===== config.mk =====
export PLATFORM = sky130hd
export DESIGN_NAME = sync_length_frame_extractor_top
export DESIGN_NICKNAME = d
export VERILOG_FILES = /design/src/rtl/slfe_pkg.sv /design/src/rtl/sync_length_frame_extractor_top.sv
export VERILOG_INCLUDE_DIRS = /design/src /design/src/rtl
export SDC_FILE = /design/constraint.sdc
export NUM_CORES = 1
export LEC_CHECK = 0
export ABC_AREA = 1
export BUFFER_PORTS_ARGS = -buffer_cell sky130_fd_sc_hd__buf_2
export CAP_MARGIN = 20
export CORE_MARGIN = 4
export CORE_UTILIZATION = 40
export CTS_CLUSTER_SIZE = 12
export DETAILED_ROUTE_END_ITERATION = 10
export HOLD_SLACK_MARGIN = 0.03
export SETUP_SLACK_MARGIN = 0.05
export SKIP_CTS_REPAIR_TIMING = 1
export SLEW_MARGIN = 30
export SYNTH_ARGS = -nofsm -noshare
export SYNTH_HDL_FRONTEND = slang
export SYNTH_SLANG_ARGS = --single-unit

===== constraint.sdc =====
create_clock -name clk_i -period 3.35 [get_ports clk_i]
set_input_delay 0.5025 -clock clk_i [delete_from_list [all_inputs] [get_ports clk_i]]
set_output_delay 0.5025 -clock clk_i [all_outputs]
set_load 0.02 [all_outputs]

===== src/rtl/sync_length_frame_extractor_top_assert.svh =====
// Assertion macros for the sync length frame extractor.
// Depends on a clock named clk_i and an active-low reset named rst_ni in scope.
`ifndef SYNC_LENGTH_FRAME_EXTRACTOR_TOP_ASSERT_SVH
`define SYNC_LENGTH_FRAME_EXTRACTOR_TOP_ASSERT_SVH

// Checked on every rising clock edge outside reset.
`define SLFE_ASSERT(lbl, prop, msg) \
  lbl: assert property (@(posedge clk_i) disable iff (!rst_ni) prop) else $error(msg);

// Checked on every rising clock edge, reset included.
`define SLFE_ASSERT_ALWAYS(lbl, prop, msg) \
  lbl: assert property (@(posedge clk_i) prop) else $error(msg);

`endif


===== src/rtl/slfe_pkg.sv =====
// Shared types and constants for the sync length frame extractor.
// No dependencies.
package slfe_pkg;

  localparam int unsigned MaxFrameLenDefault = 2048;
  localparam int unsigned CallerBufResetVal  = 2048;
  localparam int unsigned LenW               = 12;
  localparam int unsigned HeaderLen          = 6;
  localparam int unsigned FifoDepth          = 8;

  localparam logic [7:0] SyncByte = 8'h23;

  localparam logic [2:0] PhHunt   = 3'd0;
  localparam logic [2:0] PhSync1  = 3'd1;
  localparam logic [2:0] PhSync2  = 3'd2;
  localparam logic [2:0] PhSync3  = 3'd3;
  localparam logic [2:0] PhLenLo  = 3'd4;
  localparam logic [2:0] PhLenHi  = 3'd5;
  localparam logic [2:0] PhBody   = 3'd6;

  typedef struct packed {
    logic [7:0] data;
    logic       first;
    logic       last;
  } slfe_beat_t;

endpackage


===== src/rtl/sync_length_frame_extractor_top.sv =====
// Top level of the sync length frame extractor: parser and output queue.
// Depends on slfe_pkg and sync_length_frame_extractor_top_assert.svh.
//
// Usage: received bytes enter on the s_axis channel, one request per byte.
// The parser hunts for four 0x23 sync bytes followed by a little-endian
// 16-bit total length that includes the six header bytes. Frames whose
// length is at least six, at most MAX_FRAME_LEN and at most the value in
// the caller buffer register are delivered on m_axis, header included,
// with tuser marking the first byte and tlast the final one. Other frames
// are dropped or consumed without output.
// Result bytes pass through the registered output queue to m_axis.
// Throughput: one byte per cycle while the queue has room. The high
// length byte releases all six header bytes at once into an eight-entry
// output queue; it is accepted only when six entries are free, other
// bytes need one free entry. With an always-ready receiver the queue
// drains during the next sync hunt, so the input is never stalled.
// Reset clears the parser to hunting, empties the queue and sets the
// caller buffer register to 2048. When the receiver stalls, the queue
// fills and s_axis_tready falls; no byte is lost.
module sync_length_frame_extractor_top #(
  parameter int unsigned MAX_FRAME_LEN = slfe_pkg::MaxFrameLenDefault
) (
  input  logic                      clk_i,
  input  logic                      rst_ni,
  input  logic                      cfg_we_i,
  input  logic [slfe_pkg::LenW-1:0] cfg_wdata_i,
  input  logic                      s_axis_tvalid,
  output logic                      s_axis_tready,
  input  logic [7:0]                s_axis_tdata,   // [7:0] rx_byte
  output logic                      m_axis_tvalid,
  input  logic                      m_axis_tready,
  output logic [7:0]                m_axis_tdata,   // [7:0] frame_byte
  output logic                      m_axis_tuser,   // [0] frame_first
  output logic                      m_axis_tlast    // frame_last
);
  import slfe_pkg::*;

  localparam int unsigned PtrW = $clog2(FifoDepth);
  localparam int unsigned CntW = $clog2(FifoDepth + 1);

  logic [LenW-1:0]    caller_len_q;
  logic [2:0]         phase_q, phase_d;
  logic [7:0]         len_lo_q, len_lo_d;
  logic [LenW-1:0]    frame_len_q, frame_len_d;
  logic [LenW-1:0]    seen_q, seen_d;
  logic               skip_q, skip_d;

  slfe_beat_t         fifo_q [FifoDepth];
  logic [PtrW-1:0]    wr_ptr_q, rd_ptr_q;
  logic [CntW-1:0]    count_q;

  slfe_beat_t         wr_beat [HeaderLen];
  logic [2:0]         wr_cnt;
  logic               in_acc, pop;
  logic [15:0]        len;
  logic [LenW-1:0]    seen_inc;
  logic               body_last;
  logic               hdr_room;
  logic               body_ok;

  assign len       = {s_axis_tdata, len_lo_q};
  assign seen_inc  = seen_q + LenW'(1);
  assign body_last = (seen_inc >= frame_len_q);
  assign hdr_room  = (count_q <= CntW'(FifoDepth - HeaderLen));
  assign body_ok   = (frame_len_q > LenW'(HeaderLen)) && (seen_q < frame_len_q);

  assign s_axis_tready = (phase_q == PhLenHi) ? hdr_room :
                         (count_q < CntW'(FifoDepth));
  assign in_acc = s_axis_tvalid && s_axis_tready;

  always_comb begin
    phase_d     = phase_q;
    len_lo_d    = len_lo_q;
    frame_len_d = frame_len_q;
    seen_d      = seen_q;
    skip_d      = skip_q;
    wr_cnt      = 3'd0;
    for (int k = 0; k < HeaderLen; k++) begin
      wr_beat[k] = '{data: SyncByte, first: 1'b0, last: 1'b0};
    end
    wr_beat[0].first = 1'b1;
    wr_beat[4].data  = len_lo_q;
    wr_beat[5].data  = s_axis_tdata;
    wr_beat[5].last  = (len == 16'(HeaderLen));
    case (phase_q)
      PhSync1, PhSync2, PhSync3: begin
        phase_d = (s_axis_tdata == SyncByte) ? phase_q + 3'd1 : PhHunt;
      end
      PhLenLo: begin
        len_lo_d = s_axis_tdata;
        phase_d  = PhLenHi;
      end
      PhLenHi: begin
        phase_d = PhHunt;
        if (!(len > 16'(MAX_FRAME_LEN) || len < 16'(HeaderLen))) begin
          frame_len_d = len[LenW-1:0];
          seen_d      = LenW'(HeaderLen);
          skip_d      = (len > {{(16-LenW){1'b0}}, caller_len_q});
          if (!skip_d) begin
            wr_cnt = 3'(HeaderLen);
          end
          if (len > 16'(HeaderLen)) begin
            phase_d = PhBody;
          end else begin
            skip_d = 1'b0;
          end
        end
      end
      PhBody: begin
        seen_d     = seen_inc;
        wr_beat[0] = '{data: s_axis_tdata, first: 1'b0, last: body_last};
        if (!skip_q) begin
          wr_cnt = 3'd1;
        end
        if (body_last) begin
          phase_d = PhHunt;
          skip_d  = 1'b0;
        end
      end
      default: begin
        phase_d = (s_axis_tdata == SyncByte) ? PhSync1 : PhHunt;
      end
    endcase
  end

  assign pop           = m_axis_tvalid && m_axis_tready;
  assign m_axis_tvalid = (count_q != '0);
  assign m_axis_tdata  = fifo_q[rd_ptr_q].data;
  assign m_axis_tuser  = fifo_q[rd_ptr_q].first;
  assign m_axis_tlast  = fifo_q[rd_ptr_q].last;

  always_ff @(posedge clk_i or negedge rst_ni) begin
    if (!rst_ni) begin
      caller_len_q <= LenW'(CallerBufResetVal);
      phase_q      <= PhHunt;
      len_lo_q     <= '0;
      frame_len_q  <= '0;
      seen_q       <= '0;
      skip_q       <= 1'b0;
      wr_ptr_q     <= '0;
      rd_ptr_q     <= '0;
      count_q      <= '0;
    end else begin
      if (cfg_we_i) begin
        caller_len_q <= cfg_wdata_i;
      end
      if (in_acc) begin
        phase_q     <= phase_d;
        len_lo_q    <= len_lo_d;
        frame_len_q <= frame_len_d;
        seen_q      <= seen_d;
        skip_q      <= skip_d;
        wr_ptr_q    <= wr_ptr_q + PtrW'(wr_cnt);
      end
      if (pop) begin
        rd_ptr_q <= rd_ptr_q + PtrW'(1);
      end
      count_q <= count_q + (in_acc ? CntW'(wr_cnt) : CntW'(0)) - CntW'(pop);
    end
  end

  always_ff @(posedge clk_i) begin
    if (in_acc) begin
      for (int k = 0; k < HeaderLen; k++) begin
        if (3'(k) < wr_cnt) begin
          fifo_q[wr_ptr_q + PtrW'(k)] <= wr_beat[k];
        end
      end
    end
  end

`include "sync_length_frame_extractor_top_assert.svh"

  `SLFE_ASSERT(a_count_bound, count_q <= CntW'(FifoDepth), "output queue overflow")
  `SLFE_ASSERT(a_hdr_room, (in_acc && phase_q == PhLenHi) |-> hdr_room, "header without room")
  `SLFE_ASSERT(a_first_is_sync, (m_axis_tvalid && m_axis_tuser) |-> (m_axis_tdata == SyncByte), "bad first")
  `SLFE_ASSERT(a_body_len, (phase_q == PhBody) |-> body_ok, "body phase with bad length")
  `SLFE_ASSERT_ALWAYS(a_reset_empty, !rst_ni |=> (count_q == '0 || rst_ni), "queue not empty")

endmodule

* Yosys cells after proc, flatten, opt, wreduce, memory -nomap -nowiden
Memories as Yosys holds them, arrays and structs flattened.
Cells that the tools add are included.
** Cells by class
- $add $sub $neg :: 11
- $mul :: 0
- Divide/modulo/power cells :: 0
- $lt $le $gt $ge :: 13
- Eq/ne operators :: 10
- Shift-type cells :: 0
- Multiplexer cells :: 37
- Bitwise logic cells :: 1
- Reduce and logical (&&, ||, !) cells :: 11
** Operators with widths (count)
- $mux W1 :: 24
- $pmux W12 S2 :: 1
- $mux W3 :: 7
- $eq A16 B3 Y1 const B :: 1
- $gt A16 B12 Y1 :: 1
- $gt A16 B12 Y1 const B :: 1
- $gt A16 B3 Y1 const B :: 1
- $lt A16 B3 Y1 const B :: 1
- $add A12 B1 Y12 const B :: 1
- $ge A12 B12 Y1 :: 1
- $mux W12 :: 1
- $pmux W3 S4 :: 1
- $mux W10 :: 1
- $add A3 B1 Y3 const B :: 3
- $eq A3 B3 Y1 const B :: 3
- $eq A8 B6 Y1 const B :: 1
- $add A3 B2 Y3 const B :: 2
- $add A3 B3 Y3 const B :: 2
- $eq A3 B2 Y1 const B :: 2
- $lt A1 B3 Y1 const A :: 2
- $lt A2 B3 Y1 const A :: 2
- $lt A3 B3 Y1 const A :: 2
- $pmux W3 S2 :: 1
- $reduce_and A3 Y1 :: 2
- other kinds (16) :: 19
** Word-level totals
- Bits in registers :: 58
- Latch bits :: 0
- Memory bits (writable) :: 80
- ROM bits :: 0
- Input port bits :: 25
- Logic and storage cells :: 93
- Memories kept :: 1
** Memories
- fifo_q :: words 8, bits a word 10, read ports 1, clocked after memory_dff 0, write ports 6, RTL line sync_length_frame_extractor_top.sv:48 : slfe_beat_t fifo_q [FifoDepth];

* Longest topological paths before layout
- Depth after elaboration :: 8
- Depth in mapped cells :: 20
- Mapped depth without buffers :: 20

* Worst setup path after synthesis
Ideal clock, no wire load.
- Kind :: reg2reg
- Start point :: register wr_ptr_q[0]
- End point :: memory fifo_q[3][0] (netlist name) (enable)
- Setup time :: 344 ps
- Arrival :: 2540 ps
- Setup slack :: 466 ps
- Stages on the path, launching flop included :: 11
- Period minus slack after synthesis :: 2884 ps
- Cell sequence :: dfrtp_1 > inv_1 > clkbuf_1 > clkbuf_1 > ha_1 > inv_1 > nor2_1 > inv_1 > nor2_1 > o21ai_0 > nand3_1
** RTL lines
- start: declaration :: RTL line sync_length_frame_extractor_top.sv:49 : logic [PtrW-1:0] wr_ptr_q, rd_ptr_q;
- start signal: assignment :: RTL line sync_length_frame_extractor_top.sv:153 : wr_ptr_q <= wr_ptr_q + PtrW'(wr_cnt);
- end: declaration :: RTL line sync_length_frame_extractor_top.sv:48

==> impl_metrics.tcl <==
set metrics [dict create \
    outcome "complete, no violations" \
    drc 0 \
    pwr-share-comb_pct 43.3 \
    critPathMaxStageDelay_ns 0.38 \
    worst_pin_slew_ns 0.888 \
    dpl.hpwl_um 21700 \
    row_count 53 \
    synth_top_area_share_pct 25.0 \
    skew_ns 0.00696 \
    num_vias 8069 \
    antenna_found_initial 0 \
    cp_slowest_cell "dfrtp_1" \
    fin_nets 1216 \
    cts.sinks 138 \
    synthesis.nets 1155 \
    grt_pass1_vias 7623 \
    drv_cap 0 \
    end_kind "flop" \
    io_buffers 36 \
    cp_cell_sequence "ha_1 -> nand2_1 -> inv_1 -> nand4_1 -> nor2_1 -> inv_1 -> nor3_2 -> xor2_1 -> inv_1 -> ha_1 -> nand2_1 -> nor2_1 -> a211oi_1 -> nand4_1 -> nand2_4 -> inv_1 -> nand3_1 -> o21ai_0" \
    pin_count 37 \
    crit_top_cell "inv_1" \
    fin_cells 1437 \
    maxSlewHeadroom_pct 40.2 \
    hold_viol 0 \
    fillCellCount 2097 \
    die_w_um 155 \
    place_inst 1404 \
    clk_pin_slew_ns 0.06 \
    min-delay-path-class "in2async" \
    worst_skew_pair.late_latency_ns 0.43 \
    swShare_pct 42.6 \
    worstSetupStartpointType "flop" \
    leakagePower_nw 4.54 \
    vias_per_cell 5.62 \
    synth_ff_type "edfxtp_1" \
    rsz0062_at_grt "false" \
    power.internal_mw 4.37 \
    wl_per_cell_um 20.0 \
    tns_ns 0 \
    period_share_pct 91.5 \
    drtIter0Drc 853 \
    seq_power_share_pct 29.0 \
    clock-root-buffer "clkbuf_16" \
    synth_edf_count 72 \
    ant_nets 0 \
    cts_tree "built" \
    synth_top_area_cell "edfxtp_1" \
    worstPathRequired_ns 3.50 \
    synth.avg_cell_area_um2 7.94 \
    power-per-cell-area_nw_per_um2 762 \
    clock_power_share_pct 27.6 \
    numCtsBuffers 17 \
    period_needed_ns 3.07 \
    drive_gt1_share_pct 13.5 \
    wl_um 28800 \
    async_reset_ff_share_pct 42.0 \
    syn_to_final_growth_pct 15.9 \
    crit_type "reg2reg" \
    synth_area_leaders "edfxtp_1, dfrtp_1, nor2_1" \
    ys_seq_elements 138 \
    synth.distinct_cells 53 \
    clockBufferDepth 2 \
    gp_congestion 0.999 \
    dieArea_um2 24000 \
    netlist_instances 1088 \
    die_y_um 155 \
    htree_levels 4 \
    critPathMaxFanout 7 \
    worstPathArrival_ns 3.22 \
    synth_warnings 0 \
    gr-total-overflow 0 \
    drv_slew 0 \
    finalSetupViolCount 0 \
    peakVddDrop_v 0.000444 \
    grt_usage_pct 24.1 \
    diodes 0 \
    first_pass_iters 6 \
    start_util_pct 40.8 \
    clock.fmax_ghz 0.326 \
    grt_pass1_wl_um 44300 \
    core_um2 21200 \
    synth-seq-area-share_pct 43.7 \
    power.switching_mw 3.25 \
    synth_area_um2 8630 \
    grt_max_degree 40 \
]
kinds of logic after synthesis:
kind of cell               share of synthesized area [%]
xor gates and xnor gates                            1.12
and+or+nand+nor                                     25.6
adders and majority gates                           6.26
muxes                                              0.130
DFF                                                 43.7
buffers and inverters                               8.35
AOI/OAI and AO/OA                                   14.8
stage by stage:
stage | util, % | area, µm² | power, mW | worst slack, ns | hold slack (ns)
6_report | 47.3 | 10000 | 7.62 | 0.284 | 0.0158
3_3_place_gp | 44.1 | 9320 | 5.44 | 0.290 | 0.457
3_5_place_dp | 44.1 | 9320 | 5.46 | 0.147 | 0.458
2_1_floorplan | - | 8630 | 4.33 | 0.466 | 0.207
4_1_cts | 47.1 | 9960 | 7.57 | 0.118 | 0.0258
5_1_grt | 47.3 | 10000 | 8.09 | 0.0419 | 0.0474
synthesized netlist by cell type, types with 3 or more instances:
library cell  count
nand2_1         165
clkbuf_1         23
inv_1           130
buf_1             3
xnor2_1           3
nand3_1          68
ha_1             40
dfrtp_1          57
nand2_2           7
dfxtp_1           8
inv_2             6
o2111ai_1         3
nand4_2           3
nor3_1            4
o221ai_1          6
nand3_4           3
edfxtp_1         72
a31oi_1          10
xor2_1            8
o211ai_1          7
o21ai_0         121
buf_2            12
or2_2             3
o22ai_1          40
a21oi_1          29
nand4_1          29
nor2_2            6
nor2_1          189
layout make-up:
| type | instances | area [µm²] | area share [%] |
|---|---|---|---|
| clock buffers | 20 | 447 | 4.47 |
| clock inverters | 12 | 196 | 1.96 |
| inverters | 138 | 518 | 5.18 |
| multi-input cells | 770 | 4170 | 41.7 |
| flip-flops and latches | 138 | 3770 | 37.7 |
| well taps | 275 | 344 | 3.44 |
| repair buffers | 84 | 553 | 5.53 |
layout by cell type, fill, tap and decap left out, types with 3 or more instances in the layout:
master	n
a21oi_1	29
a31oi_1	10
buf_2	36
buf_4	47
bufinv_16	5
clkbuf_16	17
clkinv_1	4
dfrtp_1	57
dfxtp_1	8
edfxtp_1	72
ha_1	40
inv_1	130
inv_2	6
nand2_1	163
nand2_2	8
nand2_4	3
nand3_1	68
nand3_4	3
nand4_1	29
nand4_2	3
nor2_1	188
nor2_2	7
o2111ai_1	3
o211ai_1	7
o21ai_0	121
o221ai_1	6
o22ai_1	40
xnor2_1	3
xor2_1	8
critical path: cells and delay by family (launching register included):
family | cells | cell delay (ns)
AO/OA/AOI/OAI | 2 | 0.26
XOR/XNOR | 1 | 0.22
adder cells (fa/ha/maj) | 2 | 0.45
buffers and inverters | 4 | 0.31
flip-flops | 1 | 0.38
AND/OR/NAND/NOR | 9 | 1.13
path summary, 6_finish.rpt:
kind / cells past startpoint / end / slack, ns / start
worst min register to register: 2 / fifo_q[1][1]$_SDFFE_PP0N_ / 0.46 / fifo_q[1][1]$_SDFFE_PP0N_
max in group asynchronous: 2 / caller_len_q[11]$_DFFE_PN1P_ / 2.44 / rst_ni
min in group clk_i: 3 / caller_len_q[10]$_DFFE_PN0P_ / 0.27 / cfg_wdata_i[10]
worst max-delay path: 18 / fifo_q[5][0]$_DFFE_PP_ / 0.28 / seen_q[0]$_DFFE_PN0P_
worst min-delay path: 1 / seen_q[3]$_DFFE_PN0P_ / 0.02 / rst_ni
worst max register to register: 18 / fifo_q[5][0]$_DFFE_PP_ / 0.28 / seen_q[0]$_DFFE_PN0P_
sequential cells by signal, indices dropped and copies added (netlist names):
| name | cells |
|---|---|
| count_q | 4 |
| frame_len_q | 12 |
| skip_q | 1 |
| wr_ptr_q | 3 |
| rd_ptr_q | 3 |
| caller_len_q | 12 |
| phase_q | 3 |
| fifo_q | 80 |
| len_lo_q | 8 |
| seen_q | 12 |
metal layers:
metal	track usage (%)	part of all wire, %	routed length [µm]
met5	0	0	0
met4	11.9	4.8	1370
met3	4.42	8.1	2330
met2	36.9	45	12800
met1	32.9	43	12300
power groups by stage:
stage / sequential (mW) / clock [mW] / combinational (mW)
after floorplan: 2.22 / 0 / 2.11
after global placement: 2.24 / 0 / 3.20
after detailed placement: 2.24 / 0 / 3.22
after CTS: 2.21 / 2.12 / 3.24
after global routing: 2.24 / 2.20 / 3.65
final: 2.21 / 2.10 / 3.30
No activity file was read; power rests on OpenSTA's default activity.
